===== src/rtl/pls_pkg.sv =====
// Package for the packet link scheduler.
// Holds the phase, operation, action, origin and register codes, reset values
// and the structs shared by the step logic and the top level. No dependencies.
package pls_pkg;

  typedef enum logic [2:0] {
    PH_IDLE     = 3'd0,
    PH_SYNC     = 3'd1,
    PH_GAP      = 3'd2,
    PH_DATA     = 3'd3,
    PH_RECOVERY = 3'd4
  } phase_e;

  localparam logic [1:0] OP_STEP    = 2'd0;
  localparam logic [1:0] OP_INIT    = 2'd1;
  localparam logic [1:0] OP_RECOVER = 2'd2;

  localparam logic [1:0] ACT_NONE = 2'd0;
  localparam logic [1:0] ACT_SYNC = 2'd1;
  localparam logic [1:0] ACT_DATA = 2'd2;

  localparam logic [1:0] ORG_SYNC_TIMEOUT = 2'd0;
  localparam logic [1:0] ORG_DEADLINE     = 2'd1;
  localparam logic [1:0] ORG_DATA_TIMEOUT = 2'd2;
  localparam logic [1:0] ORG_BAD_STATE    = 2'd3;

  localparam logic [2:0] REG_PACKET_PERIOD   = 3'd0;
  localparam logic [2:0] REG_IDLE_MINIMUM    = 3'd1;
  localparam logic [2:0] REG_SYNC_TIMEOUT    = 3'd2;
  localparam logic [2:0] REG_SYNC_GAP        = 3'd3;
  localparam logic [2:0] REG_DATA_DEADLINE   = 3'd4;
  localparam logic [2:0] REG_DATA_TIMEOUT    = 3'd5;
  localparam logic [2:0] REG_NO_READING_CODE = 3'd6;

  localparam logic [15:0] RST_PACKET_PERIOD   = 16'd100;
  localparam logic [15:0] RST_IDLE_MINIMUM    = 16'd10;
  localparam logic [15:0] RST_SYNC_TIMEOUT    = 16'd5;
  localparam logic [15:0] RST_SYNC_GAP        = 16'd1;
  localparam logic [15:0] RST_DATA_DEADLINE   = 16'd8;
  localparam logic [15:0] RST_DATA_TIMEOUT    = 16'd5;
  localparam logic [15:0] RST_NO_READING_CODE = 16'd65528;

  localparam logic [31:0] RST_SYNC_TICK  = 32'd0 - {16'd0, RST_PACKET_PERIOD};
  localparam logic [31:0] RST_QUIET_TICK = 32'd0 - {16'd0, RST_IDLE_MINIMUM} - 32'd1;

  localparam logic [15:0] CNT16_MAX = 16'hFFFF;

  typedef struct packed {
    logic [15:0] packet_period;
    logic [15:0] idle_minimum;
    logic [15:0] sync_timeout;
    logic [15:0] sync_gap;
    logic [15:0] data_deadline;
    logic [15:0] data_timeout;
    logic [15:0] no_reading_code;
  } cfg_t;

  typedef struct packed {
    logic [1:0]  operation;
    logic [31:0] now;
    logic        held;
    logic        link_mode;
    logic        tx_idle;
    logic        tx_done;
    logic [31:0] done_tick;
    logic [15:0] cur_code;
    logic [1:0]  abort_origin;
  } item_t;

  typedef struct packed {
    phase_e      phase;
    logic [31:0] last_sync_tick;
    logic [31:0] quiet_reference;
    logic [31:0] sync_start_tick;
    logic [31:0] last_done_tick;
    logic [15:0] latched_code;
    logic [31:0] sent_count;
    logic [15:0] skip_count;
  } track_t;

  typedef struct packed {
    logic       clear;
    logic       bump;
    logic [1:0] origin;
  } abort_t;

endpackage


===== src/rtl/packet_link_scheduler.sv =====
// Top level of the packet link scheduler: input register, configuration registers,
// link state and abort counters, result register. Depends on pls_pkg and pls_step.
//
//   channel  direction  handshake                 payload
//   in       in         in_valid_i / in_stall_o   operation_i .. abort_origin_i
//   out      out        out_valid_o / out_stall_i action_o .. bad_state_aborts_o
//   cfg      in         cfg_we_i                  cfg_index_i, cfg_data_i
//
// One beat per cycle sustained while the output is not stalled; a beat held in the input
// register passes the step logic into the state and result registers once the output
// is free to take it, and its result is then valid. Reset clears the link state as an
// init at tick 0 with the reset register values. A stalled output holds the result
// and the state, and the input register takes one more beat before stalling the input side.
module packet_link_scheduler #(
  parameter int ABORT_KINDS = 4
) (
  input  logic        clk_i,
  input  logic        rst_ni,

  input  logic        cfg_we_i,
  input  logic [2:0]  cfg_index_i,
  input  logic [15:0] cfg_data_i,

  input  logic        in_valid_i,
  output logic        in_stall_o,
  input  logic [1:0]  operation_i,
  input  logic [31:0] now_i,
  input  logic        held_i,
  input  logic        link_mode_i,
  input  logic        tx_idle_i,
  input  logic        tx_done_i,
  input  logic [31:0] done_tick_i,
  input  logic [15:0] cur_code_i,
  input  logic [1:0]  abort_origin_i,

  output logic        out_valid_o,
  input  logic        out_stall_i,
  output logic [1:0]  action_o,
  output logic [7:0]  frame_high_o,
  output logic [7:0]  frame_low_o,
  output logic [7:0]  frame_check_o,
  output logic        in_packet_o,
  output logic [31:0] packets_sent_o,
  output logic [15:0] busy_skip_count_o,
  output logic [15:0] sync_timeout_aborts_o,
  output logic [15:0] deadline_aborts_o,
  output logic [15:0] data_timeout_aborts_o,
  output logic [15:0] bad_state_aborts_o
);

  localparam int AW = (ABORT_KINDS > 1) ? $clog2(ABORT_KINDS) : 1;

  pls_pkg::cfg_t   cfg_q;
  pls_pkg::item_t  item_q;
  logic            in_valid_q;
  logic            out_valid_q;
  logic [1:0]      action_q;
  pls_pkg::track_t track_q;
  pls_pkg::track_t track_d;
  logic [1:0]      action_d;
  pls_pkg::abort_t abort;
  logic [15:0]     abort_cnt_q [ABORT_KINDS];
  logic [AW-1:0]   abort_idx;
  logic            advance;
  logic            take_in;

  assign advance    = in_valid_q && (!out_valid_q || !out_stall_i);
  assign take_in    = in_valid_i && !in_stall_o;
  assign in_stall_o = in_valid_q && !advance;
  assign abort_idx  = AW'(abort.origin);

  always_ff @(posedge clk_i or negedge rst_ni) begin
    if (!rst_ni) begin
      cfg_q.packet_period   <= pls_pkg::RST_PACKET_PERIOD;
      cfg_q.idle_minimum    <= pls_pkg::RST_IDLE_MINIMUM;
      cfg_q.sync_timeout    <= pls_pkg::RST_SYNC_TIMEOUT;
      cfg_q.sync_gap        <= pls_pkg::RST_SYNC_GAP;
      cfg_q.data_deadline   <= pls_pkg::RST_DATA_DEADLINE;
      cfg_q.data_timeout    <= pls_pkg::RST_DATA_TIMEOUT;
      cfg_q.no_reading_code <= pls_pkg::RST_NO_READING_CODE;
    end else if (cfg_we_i) begin
      case (cfg_index_i)
        pls_pkg::REG_PACKET_PERIOD:   cfg_q.packet_period   <= cfg_data_i;
        pls_pkg::REG_IDLE_MINIMUM:    cfg_q.idle_minimum    <= cfg_data_i;
        pls_pkg::REG_SYNC_TIMEOUT:    cfg_q.sync_timeout    <= cfg_data_i;
        pls_pkg::REG_SYNC_GAP:        cfg_q.sync_gap        <= cfg_data_i;
        pls_pkg::REG_DATA_DEADLINE:   cfg_q.data_deadline   <= cfg_data_i;
        pls_pkg::REG_DATA_TIMEOUT:    cfg_q.data_timeout    <= cfg_data_i;
        pls_pkg::REG_NO_READING_CODE: cfg_q.no_reading_code <= cfg_data_i;
        default: begin
        end
      endcase
    end
  end

  always_ff @(posedge clk_i or negedge rst_ni) begin
    if (!rst_ni) begin
      in_valid_q <= 1'b0;
    end else if (take_in) begin
      in_valid_q <= 1'b1;
    end else if (advance) begin
      in_valid_q <= 1'b0;
    end
  end

  always_ff @(posedge clk_i) begin
    if (take_in) begin
      item_q.operation    <= operation_i;
      item_q.now          <= now_i;
      item_q.held         <= held_i;
      item_q.link_mode    <= link_mode_i;
      item_q.tx_idle      <= tx_idle_i;
      item_q.tx_done      <= tx_done_i;
      item_q.done_tick    <= done_tick_i;
      item_q.cur_code     <= cur_code_i;
      item_q.abort_origin <= abort_origin_i;
    end
  end

  pls_step u_step (
    .cfg_i    (cfg_q),
    .track_i  (track_q),
    .item_i   (item_q),
    .track_o  (track_d),
    .action_o (action_d),
    .abort_o  (abort)
  );

  always_ff @(posedge clk_i or negedge rst_ni) begin
    if (!rst_ni) begin
      track_q.phase           <= pls_pkg::PH_IDLE;
      track_q.last_sync_tick  <= pls_pkg::RST_SYNC_TICK;
      track_q.sync_start_tick <= pls_pkg::RST_SYNC_TICK;
      track_q.quiet_reference <= pls_pkg::RST_QUIET_TICK;
      track_q.last_done_tick  <= pls_pkg::RST_QUIET_TICK;
      track_q.latched_code    <= pls_pkg::RST_NO_READING_CODE;
      track_q.sent_count      <= 32'd0;
      track_q.skip_count      <= 16'd0;
    end else if (advance) begin
      track_q <= track_d;
    end
  end

  always_ff @(posedge clk_i or negedge rst_ni) begin
    if (!rst_ni) begin
      for (int k = 0; k < ABORT_KINDS; k++) begin
        abort_cnt_q[k] <= 16'd0;
      end
    end else if (advance) begin
      if (abort.clear) begin
        for (int k = 0; k < ABORT_KINDS; k++) begin
          abort_cnt_q[k] <= 16'd0;
        end
      end else if (abort.bump && (abort_cnt_q[abort_idx] != pls_pkg::CNT16_MAX)) begin
        abort_cnt_q[abort_idx] <= abort_cnt_q[abort_idx] + 16'd1;
      end
    end
  end

  always_ff @(posedge clk_i or negedge rst_ni) begin
    if (!rst_ni) begin
      out_valid_q <= 1'b0;
    end else if (advance) begin
      out_valid_q <= 1'b1;
    end else if (!out_stall_i) begin
      out_valid_q <= 1'b0;
    end
  end

  always_ff @(posedge clk_i) begin
    if (advance) begin
      action_q <= action_d;
    end
  end

  assign out_valid_o           = out_valid_q;
  assign action_o              = action_q;
  assign frame_high_o          = track_q.latched_code[15:8];
  assign frame_low_o           = track_q.latched_code[7:0];
  assign frame_check_o         = ~(track_q.latched_code[15:8] + track_q.latched_code[7:0]);
  assign in_packet_o           = (track_q.phase == pls_pkg::PH_SYNC) ||
                                 (track_q.phase == pls_pkg::PH_GAP) ||
                                 (track_q.phase == pls_pkg::PH_DATA);
  assign packets_sent_o        = track_q.sent_count;
  assign busy_skip_count_o     = track_q.skip_count;
  assign sync_timeout_aborts_o = abort_cnt_q[AW'(pls_pkg::ORG_SYNC_TIMEOUT)];
  assign deadline_aborts_o     = abort_cnt_q[AW'(pls_pkg::ORG_DEADLINE)];
  assign data_timeout_aborts_o = abort_cnt_q[AW'(pls_pkg::ORG_DATA_TIMEOUT)];
  assign bad_state_aborts_o    = abort_cnt_q[AW'(pls_pkg::ORG_BAD_STATE)];

endmodule


===== src/rtl/pls_step.sv =====
// Next-state logic of the packet link scheduler for one beat.
// Depends on pls_pkg for the codes and the cfg_t, item_t, track_t and abort_t structs.
module pls_step (
  input  pls_pkg::cfg_t   cfg_i,
  input  pls_pkg::track_t track_i,
  input  pls_pkg::item_t  item_i,
  output pls_pkg::track_t track_o,
  output logic [1:0]      action_o,
  output pls_pkg::abort_t abort_o
);

  logic [31:0] since_sync;
  logic [31:0] since_quiet;
  logic [31:0] since_start;
  logic [31:0] since_done;
  logic [16:0] quiet_limit;
  logic [16:0] data_limit;
  logic        quiet_ok;
  logic        start_ok;

  assign since_sync  = item_i.now - track_i.last_sync_tick;
  assign since_quiet = item_i.now - track_i.quiet_reference;
  assign since_start = item_i.now - track_i.sync_start_tick;
  assign since_done  = item_i.now - track_i.last_done_tick;
  assign quiet_limit = {1'b0, cfg_i.idle_minimum} + 17'd1;
  assign data_limit  = {1'b0, cfg_i.data_deadline} + {1'b0, cfg_i.data_timeout};
  assign quiet_ok    = since_quiet >= {15'd0, quiet_limit};
  assign start_ok    = (since_sync >= {16'd0, cfg_i.packet_period}) && quiet_ok &&
                       !item_i.held && item_i.link_mode;

  always_comb begin
    track_o  = track_i;
    action_o = pls_pkg::ACT_NONE;
    abort_o  = '{clear: 1'b0, bump: 1'b0, origin: pls_pkg::ORG_SYNC_TIMEOUT};
    case (item_i.operation)
      pls_pkg::OP_STEP: begin
        case (track_i.phase)
          pls_pkg::PH_IDLE: begin
            if (start_ok) begin
              if (!item_i.tx_idle) begin
                if (track_i.skip_count != pls_pkg::CNT16_MAX) begin
                  track_o.skip_count = track_i.skip_count + 16'd1;
                end
              end else begin
                track_o.latched_code    = item_i.cur_code;
                track_o.sync_start_tick = item_i.now;
                track_o.last_sync_tick  = item_i.now;
                track_o.phase           = pls_pkg::PH_SYNC;
                action_o                = pls_pkg::ACT_SYNC;
              end
            end
          end
          pls_pkg::PH_SYNC: begin
            if (item_i.tx_done) begin
              track_o.last_done_tick = item_i.done_tick;
              track_o.phase          = pls_pkg::PH_GAP;
            end else if (since_start >= {16'd0, cfg_i.sync_timeout}) begin
              abort_o.bump            = 1'b1;
              abort_o.origin          = pls_pkg::ORG_SYNC_TIMEOUT;
              track_o.quiet_reference = item_i.now;
              track_o.phase           = pls_pkg::PH_RECOVERY;
            end
          end
          pls_pkg::PH_GAP: begin
            if (since_done >= {16'd0, cfg_i.sync_gap}) begin
              if (since_start <= {16'd0, cfg_i.data_deadline}) begin
                track_o.phase = pls_pkg::PH_DATA;
                action_o      = pls_pkg::ACT_DATA;
              end else begin
                abort_o.bump            = 1'b1;
                abort_o.origin          = pls_pkg::ORG_DEADLINE;
                track_o.quiet_reference = item_i.now;
                track_o.phase           = pls_pkg::PH_RECOVERY;
              end
            end
          end
          pls_pkg::PH_DATA: begin
            if (item_i.tx_done) begin
              track_o.last_done_tick  = item_i.done_tick;
              track_o.quiet_reference = item_i.done_tick;
              track_o.sent_count      = track_i.sent_count + 32'd1;
              track_o.phase           = pls_pkg::PH_IDLE;
            end else if (since_start >= {15'd0, data_limit}) begin
              abort_o.bump            = 1'b1;
              abort_o.origin          = pls_pkg::ORG_DATA_TIMEOUT;
              track_o.quiet_reference = item_i.now;
              track_o.phase           = pls_pkg::PH_RECOVERY;
            end
          end
          pls_pkg::PH_RECOVERY: begin
            if (quiet_ok && item_i.tx_idle) begin
              track_o.phase = pls_pkg::PH_IDLE;
            end
          end
          default: begin
            abort_o.bump            = 1'b1;
            abort_o.origin          = pls_pkg::ORG_BAD_STATE;
            track_o.quiet_reference = item_i.now;
            track_o.phase           = pls_pkg::PH_RECOVERY;
          end
        endcase
      end
      pls_pkg::OP_INIT: begin
        track_o.phase           = pls_pkg::PH_IDLE;
        track_o.last_sync_tick  = item_i.now - {16'd0, cfg_i.packet_period};
        track_o.sync_start_tick = item_i.now - {16'd0, cfg_i.packet_period};
        track_o.quiet_reference = item_i.now - {15'd0, quiet_limit};
        track_o.last_done_tick  = item_i.now - {15'd0, quiet_limit};
        track_o.latched_code    = cfg_i.no_reading_code;
        track_o.sent_count      = 32'd0;
        track_o.skip_count      = 16'd0;
        abort_o.clear           = 1'b1;
      end
      pls_pkg::OP_RECOVER: begin
        abort_o.bump            = 1'b1;
        abort_o.origin          = item_i.abort_origin;
        track_o.quiet_reference = item_i.now;
        track_o.phase           = pls_pkg::PH_RECOVERY;
      end
      default: begin
      end
    endcase
  end

endmodule

===== config.mk =====
export PLATFORM = sky130hd
export DESIGN_NAME = packet_link_scheduler
export DESIGN_NICKNAME = d
export VERILOG_FILES = /design/src/rtl/pls_pkg.sv /design/src/rtl/packet_link_scheduler.sv /design/src/rtl/pls_step.sv
export SDC_FILE = /design/constraint.sdc
export NUM_CORES = 1
export LEC_CHECK = 0
export ABC_CLOCK_PERIOD_IN_PS = 7850
export BUFFER_PORTS_ARGS = -buffer_cell sky130_fd_sc_hd__buf_4
export CORE_MARGIN = 5
export CORE_UTILIZATION = 30
export CTS_BUF_LIST = sky130_fd_sc_hd__clkbuf_8 sky130_fd_sc_hd__clkbuf_16
export CTS_CLUSTER_DIAMETER = 30
export DETAILED_ROUTE_END_ITERATION = 7
export PLACE_DENSITY = 0.54
export SKIP_LAST_GASP = 1
export SYNTH_ARGS = -nofsm -noshare
export SYNTH_HDL_FRONTEND = slang
export SYNTH_SLANG_ARGS = --single-unit
export TNS_END_PERCENT = 30

===== constraint.sdc =====
create_clock -name clk_i -period 7.85 [get_ports clk_i]
set_clock_uncertainty 0.15 [all_clocks]
set_input_delay 1.57 -clock clk_i [delete_from_list [all_inputs] [get_ports clk_i]]
set_output_delay 1.57 -clock clk_i [all_outputs]
set_load 0.05 [all_outputs]

==> results.md, run 1 <==
- RD Place Congestion: roughly 0.9
- Top layer in use: met4
- Port bufs: 252
- Post-synth net total: around 3600
- Share of cells above drive strength 1: 23.2%
- Max Clock Freq: ~140 MHz
- CTS tree: built
- Final Hold Viols: 0
- Final Max Slew Viols: 0
- I/O pin count: approximately 250
- Cell mode on critical path: ha_1
- Area of the multi-input gates: 0.0168 sq mm
- Number of flops mapped to enable cells by yosys: 90
- Routed Antenna Nets: 0
- Number of antenna violations at the first check in global routing: 2
- Sink Count: roughly 430
- H-Tree Depth: 4
- Status: complete, no violations
- Mapped cell area: 0.0299 sq mm
- Power density cells: between 300 and 400 mW/mm^2
- CTS buffer count: roughly 130
- Final global-route overflow total: 0
- Crit. End Element: flip-flop
- WP depth: 28
- Clock root buffer: clkbuf_16
- Cell family with most CP delay: simple AND/OR/NAND/NOR gates
- Vias in the first global route: 25541
- Leakage: ~17 nW
- Unrepaired setup endpoints after global routing: no
- WL met1: ~44000 microns
- Met2 WL: roughly 44000 microns
- CP endpoint: bad_state_aborts_o[4]
- NetSw: ~0.0051 W
- Async set-reset flop share out of synthesis: between 70% and 80%
- Peak supply drop: around 0.00046 V
- FF-to-FF setup slack: 0.49 ns
- Later-pin clock latency in the skew report: just over 0.7 ns
- Num rows: 115
- Critical Path Fanout Max: 11
- Critical path launch point type: flip-flop
- Worst Max-Slew Pin Slew: 1.17 ns
- Design Area, Final: 0.0380 sq mm
- Seq cells post-synth: 431
- DR WL met3: 4500 microns
- DP HPWL: 71000 microns
- CTS Buffer Depth: 3
- # fillers: 9926
- Layout Area Growth over Synthesis: 27.1%
- Max Cap Violations: 0
- Main flop type after synthesis: dfrtp_1
- Core area: about 0.099 sq mm
- Fin crit period: 7.36 ns
- Yosys Warn Count: 0
- DRT iter0 DRCs: between 1500 and 2000
- Nets: 3854
- Switching Fraction: ~36%
- Pre-Repair DR Iteration Count: 7
- Cells after synthesis: ~3200
- Die Ht: about 330 microns
- Worst-path clk slew: about 0.04 ns
- Sum Neg Setup Slack: 0 ns
- Total power: roughly 0.014 W
- Via count: roughly 25000
- Final routed DRC violation total: 0
- FF-to-FF path depth: 28
- Pint: between 0.008 and 0.009 W
- Worst setup path class: reg -> reg
- Sequential power share: between 20% and 30%
- Reg-to-Reg Start: track_q[73]
- Register Area: roughly 0.011 sq mm
- # hold bufs at CTS: 0
- Clock power frac: between 30% and 40%
- Dpl cell area: about 0.033 sq mm
- Synth unique cells: roughly 90
- HP Class: reg -> reg
- Vias per cell: 5.13
- Final Setup Violations: 0
- Worst r2r dst: bad_state_aborts_o[4]
- WP data arrival: about 7.8 ns
- Relative slew slack: approximately a fifth
- Avg WL per Cell: around 19 microns
- Crit share post-route: a little over nine tenths
- Worst EP required: ~8.3 ns
- Drt total wl: about 95000 microns
- Die area: approximately 0.11 sq mm
- Chip width: 326 microns
- Critical Path Source: track_q[73]
- Global-route wire length before repair: around 150000 microns
- Largest net degree at the start of global routing: around 160
- Post-synthesis sequential area ratio: 38.1%
- Avg Cell Area, Syn: 9.37 sq um
- Largest stage delay on the critical path: 0.52 ns
- Gate power share: between 30% and 40%
- Worst path slowest cell: dfstp_2
- CP bufs+invs: 3
- Initial Utilization: 30.3%
- GRT Total Usage: around 18%
## sequential cells by signal, indices dropped and copies added (netlist names)
| signal | flops |
|---|---|
| cfg_q | 112 |
| track_q | 99 |
| item_q | 88 |
| packets_sent_o | 32 |
| bad_state_aborts_o | 16 |
| busy_skip_count_o | 16 |
| data_timeout_aborts_o | 16 |
| deadline_aborts_o | 16 |
| sync_timeout_aborts_o | 16 |
| frame_high_o | 8 |
| frame_low_o | 8 |
| action_o | 2 |
| in_valid_q | 1 |
| out_valid_o | 1 |
## tightest hold or removal path, stage by stage, from the launching register on
cell and delay (ns):
dfstp_2 0.35, inv_1 0.06, a21oi_1 0.06
## cell usage after synthesis (19+ instances only)
library cell	count	area share, %
a21o_1	86	2.2
a21oi_1	181	3.0
a22o_1	19	0.56
a31oi_1	21	0.44
and2_1	21	0.44
and3_1	66	1.4
buf_4	67	1.7
clkbuf_1	104	1.3
dfrtp_1	216	18
dfstp_2	125	11
edfxtp_1	90	9.0
ha_1	255	11
inv_1	234	2.9
mux2_2	111	4.2
mux2i_1	67	2.2
nand2_1	278	3.5
nand2b_1	29	0.61
nand3_1	70	1.2
nand4_1	26	0.54
nor2_1	205	2.6
nor2b_1	24	0.50
nor3_1	56	0.94
o211ai_1	26	0.65
o21ai_0	225	3.8
o21bai_1	29	0.73
o2bb2ai_1	40	1.2
o31ai_1	20	0.50
xnor2_1	107	3.1
xor2_1	71	2.1
## layer usage
metal  up-vias  global-route usage [%]
met4         0                    6.77
met3       183                    3.36
met1     12071                    23.4
met2       659                    28.5
met5         -                       0
li1      12117                       -
## power by group through the flow
stage	registers, W	logic, W	clock network (W)
finish	0.00308	0.00536	0.00555
global route	0.00313	0.00601	0.00580
CTS	0.00309	0.00538	0.00566
detailed placement	0.00311	0.00534	0
global placement	0.00311	0.00529	0
floorplan	0.00309	0.00391	0
## layout by cell type, fill, tap and decap left out, types with 29 or more instances in the layout
cell type    n
clkbuf_16  136
o21bai_1    29
a21o_1      86
dfstp_2    125
and3_1      66
xnor2_1    107
mux2_2     111
buf_4      331
nand3_1     70
dfrtp_1    216
o2bb2ai_1   40
nor3_1      54
inv_1      258
nor2_1     203
mux2i_1     67
o21ai_0    225
xor2_1      71
edfxtp_1    90
nand2_1    278
ha_1       254
nand2b_1    29
a21oi_1    178
## how the worst min path moves through the flow
stage,from,to,cells after the start
2_1_floorplan,track_q[131],track_q[131],2
3_3_place_gp,track_q[141],track_q[141],2
3_5_place_dp,track_q[138],track_q[138],2
4_1_cts,track_q[144],track_q[144],2
5_1_grt,track_q[148],track_q[148],2
6_report,track_q[145],track_q[145],2
## stage by stage
| step | std cells | utilization, % | hold WS (ns) | setup slack, ns |
|---|---|---|---|---|
| global route | 4877 | 38.5 | 0.348 | 0.0215 |
| CTS | 4868 | 38.4 | 0.328 | 0.0542 |
| floorplan | 3192 | - | 0.300 | 0.558 |
| finish | 4879 | 38.5 | 0.325 | 0.485 |
| global placement | 4623 | 33.6 | 0.316 | 0.125 |
| detailed placement | 4623 | 33.6 | 0.322 | 0.0279 |
## cells by family (layout without fill, tap and decap cells)
kind of cell               Yosys count  after routing  synth area share, %
AOI/OAI and AO/OA                  856            856                 18.9
xor gates and xnor gates           178            178                 5.21
adders and majority gates          262            262                 11.1
buffers and inverters              419            816                 6.12
DFF                                431            431                 38.1
muxes                              184            184                 6.65
other                                0              2                    0
and+or+nand+nor                    862            863                 13.9
## layout make-up
type	instances	area share [%]
multi-input combinational	2343	44.2
sequential	431	30.0
clock buffer	155	9.64
timing repair buffer	336	6.79
tap	1287	4.24
clock inverter	90	2.80
inverter	235	2.32
antenna	2	0.0132
## what timing repair did
item,4_1_cts,5_1_grt
resized for setup,1,7
setup buffers,0,8
cloned,0,1
setup endpoints to repair,11,64
pin swaps,0,2
Note: power is estimated with default switching activity, not from simulation.
==> run 2, diff against run 1 <==
--- a/config.mk
+++ b/config.mk
@@ -5,14 +5,14 @@
 export SDC_FILE = /design/constraint.sdc
 export NUM_CORES = 1
 export LEC_CHECK = 0
-export ABC_CLOCK_PERIOD_IN_PS = 7850
+export ABC_CLOCK_PERIOD_IN_PS = 8450
 export BUFFER_PORTS_ARGS = -buffer_cell sky130_fd_sc_hd__buf_4
 export CORE_MARGIN = 5
 export CORE_UTILIZATION = 30
 export CTS_BUF_LIST = sky130_fd_sc_hd__clkbuf_8 sky130_fd_sc_hd__clkbuf_16
 export CTS_CLUSTER_DIAMETER = 30
 export DETAILED_ROUTE_END_ITERATION = 7
-export PLACE_DENSITY = 0.54
+export PLACE_DENSITY = 0.53
 export SKIP_LAST_GASP = 1
 export SYNTH_ARGS = -nofsm -noshare
 export SYNTH_HDL_FRONTEND = slang
==> constraint.sdc (replaced) <==
create_clock -name clk_i -period 8.45 [get_ports clk_i]
set_clock_uncertainty 0.15 [all_clocks]
set_input_delay 1.69 -clock clk_i [delete_from_list [all_inputs] [get_ports clk_i]]
set_output_delay 1.69 -clock clk_i [all_outputs]
set_load 0.05 [all_outputs]
==> run 2 against run 1 <==
Die area is the same. Largest power group unchanged. Utilization shrank 0.085 points. Critical endpoint is now data_timeout_aborts_o[1]. Final cell count shrank 0.25%. Via count shrank 0.22%. Register-to-register slack gained 0.17 ns. Maximum frequency shrank 5.5%. Critical path type unchanged.
==> results.md, run 2 (synthesized netlist as in run 1, its figures left out) <==
- GRT Total Usage: 18.1%
- Nets: roughly 3800
- Largest regs: cfg_q (112), track_q (99), item_q (88)
- Crit. End Element: flip-flop
- Largest stage delay on the critical path: 0.56 ns
- Clock root buffer: clkbuf_16
- Port bufs: roughly 250
- Worst setup path class: reg -> reg
- Reg-to-Reg Start: item_q[56]
- Worst EP required: ~8.9 ns
- Final Setup Violations: 0
- FF-to-FF path depth: 31
- HP Class: reg -> reg
- CTS tree: built
- Largest net degree at the start of global routing: 150
- M1 GR Usage: between 20% and 30%
- CTS Buffer Depth: 3
- Die area: about 0.11 sq mm
- Num rows: between 100 and 150
- Power density cells: ~340 mW/mm^2
- Leakage: 16.8 nW
- Later-pin clock latency in the skew report: 0.73 ns
- Die Ht: between 300 and 400 microns
- Avg WL per Cell: 20.1 microns
- CTS buffer count: 134
- Initial Utilization: just over 30%
- WP data arrival: roughly 8.2 ns
- Vias in the first global route: roughly 25000
- Worst-path clk slew: around 0.040 ns
- DP HPWL: 72500 microns
- RD Place Congestion: 0.891
- Max reg flops: between 100 and 150
- Worst path slowest cell: or4_1
- Routed Antenna Nets: 0
- Placed insts: approximately 4600
- Fin crit period: between 7 and 8 ns
- Commonest non-fill, non-tap cells in the layout: buf_4, nand2_1, inv_1
- FF-to-FF setup slack: 0.66 ns
- Register Area: between 0.01 and 0.015 sq mm
- Drt total wl: a little under 100000 microns
- Critical path launch point type: flip-flop
- Area of the multi-input gates: about 0.017 sq mm
- I/O pin count: about 250
- Pre-Repair DR Iteration Count: 5
- M3 GR Usage: approximately 3.6%
- Layout Area Growth over Synthesis: 26.8%
- Peak supply drop: 0.000435 V
- Critical Path Source: item_q[56]
- Unrepaired setup endpoints after global routing: no
- Global-route wire length before repair: between 150000 and 200000 microns
- CP endpoint: data_timeout_aborts_o[1]
- Max Cap Violations: 0
- Relative slew slack: 30.8%
- Sum Neg Setup Slack: 0 ns
- H-Tree Depth: 4
- Via count: between 20000 and 25000
- Chip width: 326 microns
- Crit share post-route: slightly above 90%
- Worst hold-check slack: between 0.3 and 0.4 ns
- DRT iter0 DRCs: around 1700
- Final Max Slew Viols: 0
- Final Hold Viols: 0
- Worst Max-Slew Pin Slew: 1.03 ns
- Max Clock Freq: roughly 130 MHz
- Share of cells above drive strength 1: between 20 and 25%
- Final std cells w/o fill: 4867
- Worst r2r dst: data_timeout_aborts_o[1]
- # fillers: around 9900
- Status: complete, no violations
- # hold bufs at CTS: 0
- Gr busiest metal: met2
- Critical Path Fanout Max: 11
- Vias per cell: 5.13
- Met2 usage: about 29%
- Total power: between 0.01 and 0.015 W
- Core area: 0.0987 sq mm
- Number of antenna violations at the first check in global routing: 2
- Most common cell after layout, fill and taps aside: buf_4
- Final global-route overflow total: 0
- Final routed DRC violation total: 0
- Largest reg by FF count: cfg_q
- Sink Count: about 430
-- run 2: changes by cell type in the layout (fill, tap and decap cells not counted), sizes merged --
cell,before,now
buf,336,322
bufinv,18,12
clkbuf,155,159
clkinv,28,37
clkinvlp,13,7
inv,266,268
nand4bb,2,1
-- run 2: routing by layer --
metal	part of all wire [%]	wire, microns	vias to the layer above
li1	-	-	12102
met1	46	45100	12080
met2	46	45300	616
met3	4.9	4830	178
met4	2.7	2690	0
met5	0	0	-
-- run 2: final cells by class --
| cell class | count | area share (%) |
|---|---|---|
| multi-input combinational | 2342 | 44.3 |
| sequential | 431 | 30.0 |
| clock buffer | 159 | 9.75 |
| timing repair buffer | 322 | 6.56 |
| tap | 1287 | 4.25 |
| clock inverter | 89 | 2.78 |
| inverter | 235 | 2.33 |
| antenna | 2 | 0.0132 |
-- run 2: repair_timing --
item,in CTS,in global routing
setup buffers,0,14
endpoints found under the setup margin,0,64
resized for setup,0,6
-- run 2: worst max-delay path: cells and delay by family (launching register included) --
family | cells | cell delay, ns
XOR/XNOR | 1 | 0.13
flip-flops | 1 | 0.50
adder cells (fa/ha/maj) | 3 | 0.89
AND/OR/NAND/NOR | 10 | 3.01
buffers and inverters | 4 | 0.67
AO/OA/AOI/OAI | 13 | 2.29
-- run 2: per-stage QoR --
stage          setup WS, ns  area, sq um  utilization [%]
4_1_cts               0.167        37700             38.2
2_1_floorplan          1.16        29900                -
5_1_grt              0.0333        37900             38.4
3_3_place_gp          0.469        33000             33.4
6_report              0.655        37900             38.4
3_5_place_dp          0.261        33000             33.4
-- run 2: worst min path at each step --
stage / start / endpoint / slack (ns) / cells past startpoint
final: track_q[139] / track_q[139] / 0.32 / 2
after global routing: track_q[64] / track_q[64] / 0.34 / 2
after CTS: track_q[145] / track_q[145] / 0.33 / 2
after detailed placement: track_q[145] / track_q[145] / 0.32 / 2
after global placement: track_q[133] / track_q[133] / 0.32 / 2
after floorplan: track_q[131] / track_q[131] / 0.30 / 2
-- run 2: power breakdown --
group | internal [W] | switching, W | leakage [nW] | total (W)
sequential | 0.00263 | 0.000249 | 4.97 | 0.00288
combinational | 0.00199 | 0.00302 | 9.42 | 0.00501
clock | 0.00350 | 0.00158 | 2.41 | 0.00508
total | 0.00811 | 0.00486 | 16.8 | 0.0130
==> run 3, diff against run 2 <==
--- a/config.mk
+++ b/config.mk
@@ -8,13 +8,13 @@
 export ABC_CLOCK_PERIOD_IN_PS = 8450
 export BUFFER_PORTS_ARGS = -buffer_cell sky130_fd_sc_hd__buf_4
 export CORE_MARGIN = 5
-export CORE_UTILIZATION = 30
-export CTS_BUF_LIST = sky130_fd_sc_hd__clkbuf_8 sky130_fd_sc_hd__clkbuf_16
+export CORE_UTILIZATION = 56
+export CTS_BUF_LIST = sky130_fd_sc_hd__clkbuf_4 sky130_fd_sc_hd__clkbuf_8
 export CTS_CLUSTER_DIAMETER = 30
 export DETAILED_ROUTE_END_ITERATION = 7
-export PLACE_DENSITY = 0.53
+export PLACE_DENSITY = 0.82
 export SKIP_LAST_GASP = 1
 export SYNTH_ARGS = -nofsm -noshare
 export SYNTH_HDL_FRONTEND = slang
 export SYNTH_SLANG_ARGS = --single-unit
-export TNS_END_PERCENT = 30
+export TNS_END_PERCENT = 5
==> run 3 against run 2 <==
Clock power down 42%. Design area down 8.4%. Critical path depth down 2. Non-clock buffer count down 21. Sequential share of layout area up 2.7 points. Combinational power down 1%. Clock-buffer cell count down 26. Final cell count down 14%. Wire length down 13%. Critical endpoint is now data_timeout_aborts_o[14].
==> results.md, run 3 (synthesized netlist as in run 1, its figures left out) <==
- Final routed DRC violation total: 0
- Die Ht: around 240 microns
- Clock root buffer: clkbuf_8
- Placed insts: around 4000
- Largest net degree at the start of global routing: 139
- Crit. End Element: flip-flop
- Worst Max-Slew Pin Slew: 1.06 ns
- Sink Count: around 430
- Die area: 0.0581 sq mm
- FF-to-FF setup slack: around 0.41 ns
- Nets: approximately 3800
- Final Setup Violations: 0
- Vias in the first global route: roughly 26000
- Total power: between 0.01 and 0.015 W
- Final std cells w/o fill: 4198
- Num rows: 84
- Port bufs: between 200 and 300
- Critical Path Fanout Max: 16
- I/O pin count: between 200 and 300
- Global-route wire length before repair: roughly 140000 microns
- Hold path startpoint: track_q[133]
- # fillers: between 4000 and 5000
- Largest reg by FF count: cfg_q
- # hold bufs at CTS: 0
- Worst setup path class: reg -> reg
- Peak supply drop: around 0.00032 V
- Reg-to-Reg Start: item_q[55]
- Worst r2r dst: data_timeout_aborts_o[14]
- Unrepaired setup endpoints after global routing: yes
- Worst-path clk slew: 0.06 ns
- Most common cell after layout, fill and taps aside: buf_4
- Max reg flops: 112
- DRT iter0 DRCs: 2164
- Final Hold Viols: 0
- Max Cap Violations: 0
- Share of cells above drive strength 1: between 20% and 30%
- CTS tree: built
- Final global-route overflow total: 0
- RD Place Congestion: 0.984
- Sum Neg Setup Slack: 0 ns
- Pre-Repair DR Iteration Count: 6
- Critical Path Source: item_q[55]
- Avg WL per Cell: 20.4 microns
- Crit share post-route: ~95%
- Dpl ws: ~0.42 ns
- Hold Path Depth: 2
- FF-to-FF path depth: 29
- Layout Area Growth over Synthesis: 16.2%
- Vias per cell: just over 6
- Final Worst Setup Slack: around 0.4 ns
- Core area: approximately 0.053 sq mm
- Hold Path Sink: track_q[133]
- Final Max Slew Viols: 0
- HP Class: reg -> reg
- Commonest non-fill, non-tap cells in the layout: buf_4, nand2_1, ha_1
- Via count: 25693
- Relative slew slack: 29.1%
- Largest regs: cfg_q (112), track_q (99), item_q (88)
- Worst path slowest cell: a31oi_4
- Power density cells: around 310 mW/mm^2
- H-Tree Depth: 3
- Leakage: 15.5 nW
- Chip width: about 240 microns
- WP data arrival: about 8.6 ns
- CTS buffer count: approximately 110
- GRT Total Usage: 28.8%
- Routed Antenna Nets: 0
- DP HPWL: about 62000 microns
- Number of antenna violations at the first check in global routing: 3
- CTS Buffer Depth: 3
- Critical path launch point type: flip-flop
- Later-pin clock latency in the skew report: between 0.7 and 0.8 ns
- Largest stage delay on the critical path: approximately 0.60 ns
- Worst EP required: around 9.0 ns
- Status: complete, no violations
- Drt total wl: 85600 microns
- Initial Utilization: a little under three fifths
- Max Clock Freq: around 120 MHz
- Cell mode on critical path: ha_1
- Fin crit period: 8.04 ns
-- run 3: changes by cell type in the layout (fill, tap and decap cells not counted), sizes merged --
| cell | delta |
|---|---|
| clkinv | -5 |
| bufinv | +2 |
| clkinvlp | +10 |
| buf | -21 |
| inv | -29 |
| clkbuf | -26 |
| diode | -1 |
-- run 3: cell type report --
cell class,count,area (sq um),area share [%]
antenna,1,2.50,0.00720
clock buffer,133,1760,5.07
clock inverter,67,795,2.29
inverter,235,882,2.54
multi-input combinational,2342,16800,48.3
sequential,431,11400,32.8
tap,688,861,2.48
timing repair buffer,301,2280,6.56
-- run 3: critical path: cells and delay by family, from the launching register on --
family	cells	cell delay (ns)
AOI/OAI and AO/OA	12	3.14
adders and majority gates	3	0.74
and+or+nand+nor	11	2.95
DFF	1	0.51
xor gates and xnor gates	1	0.13
buffers and inverters	2	0.34
-- run 3: worst max-delay path by stage --
stage	end	slack, ns
floorplan	data_timeout_aborts_o[15]	1.16
global placement	sync_timeout_aborts_o[0]	0.59
detailed placement	sync_timeout_aborts_o[0]	0.42
CTS	deadline_aborts_o[6]	0.38
global route	data_timeout_aborts_o[14]	-0.11
finish	data_timeout_aborts_o[14]	0.41
-- run 3: power by group --
part	internal, W	total, W	switching [W]
Clock	0.00183	0.00295	0.00112
Sequential	0.00262	0.00288	0.000255
Combinational	0.00197	0.00494	0.00297
-- run 3: through the flow --
stage / area [sq um] / util (%) / hold slack [ns]
after floorplan: 29900 / - / 0.300
after global placement: 32100 / 60.9 / 0.313
after detailed placement: 32100 / 60.9 / 0.319
after CTS: 34700 / 65.7 / 0.327
after global routing: 34800 / 65.9 / 0.336
final: 34800 / 65.9 / 0.323
-- run 3: repair_timing --
item | CTS | global route
buffers inserted | 0 | 6
setup endpoints to repair | 0 | 61
hold endpoints to repair | 0 | 0
resized for setup | 0 | 3
-- run 3: metal layers --
layer  part of all wire (%)  GRT usage (%)
met5                  0.030              0
met1                     41           37.7
met3                    7.7           6.19
met4                    4.2           12.7
met2                     47           46.5
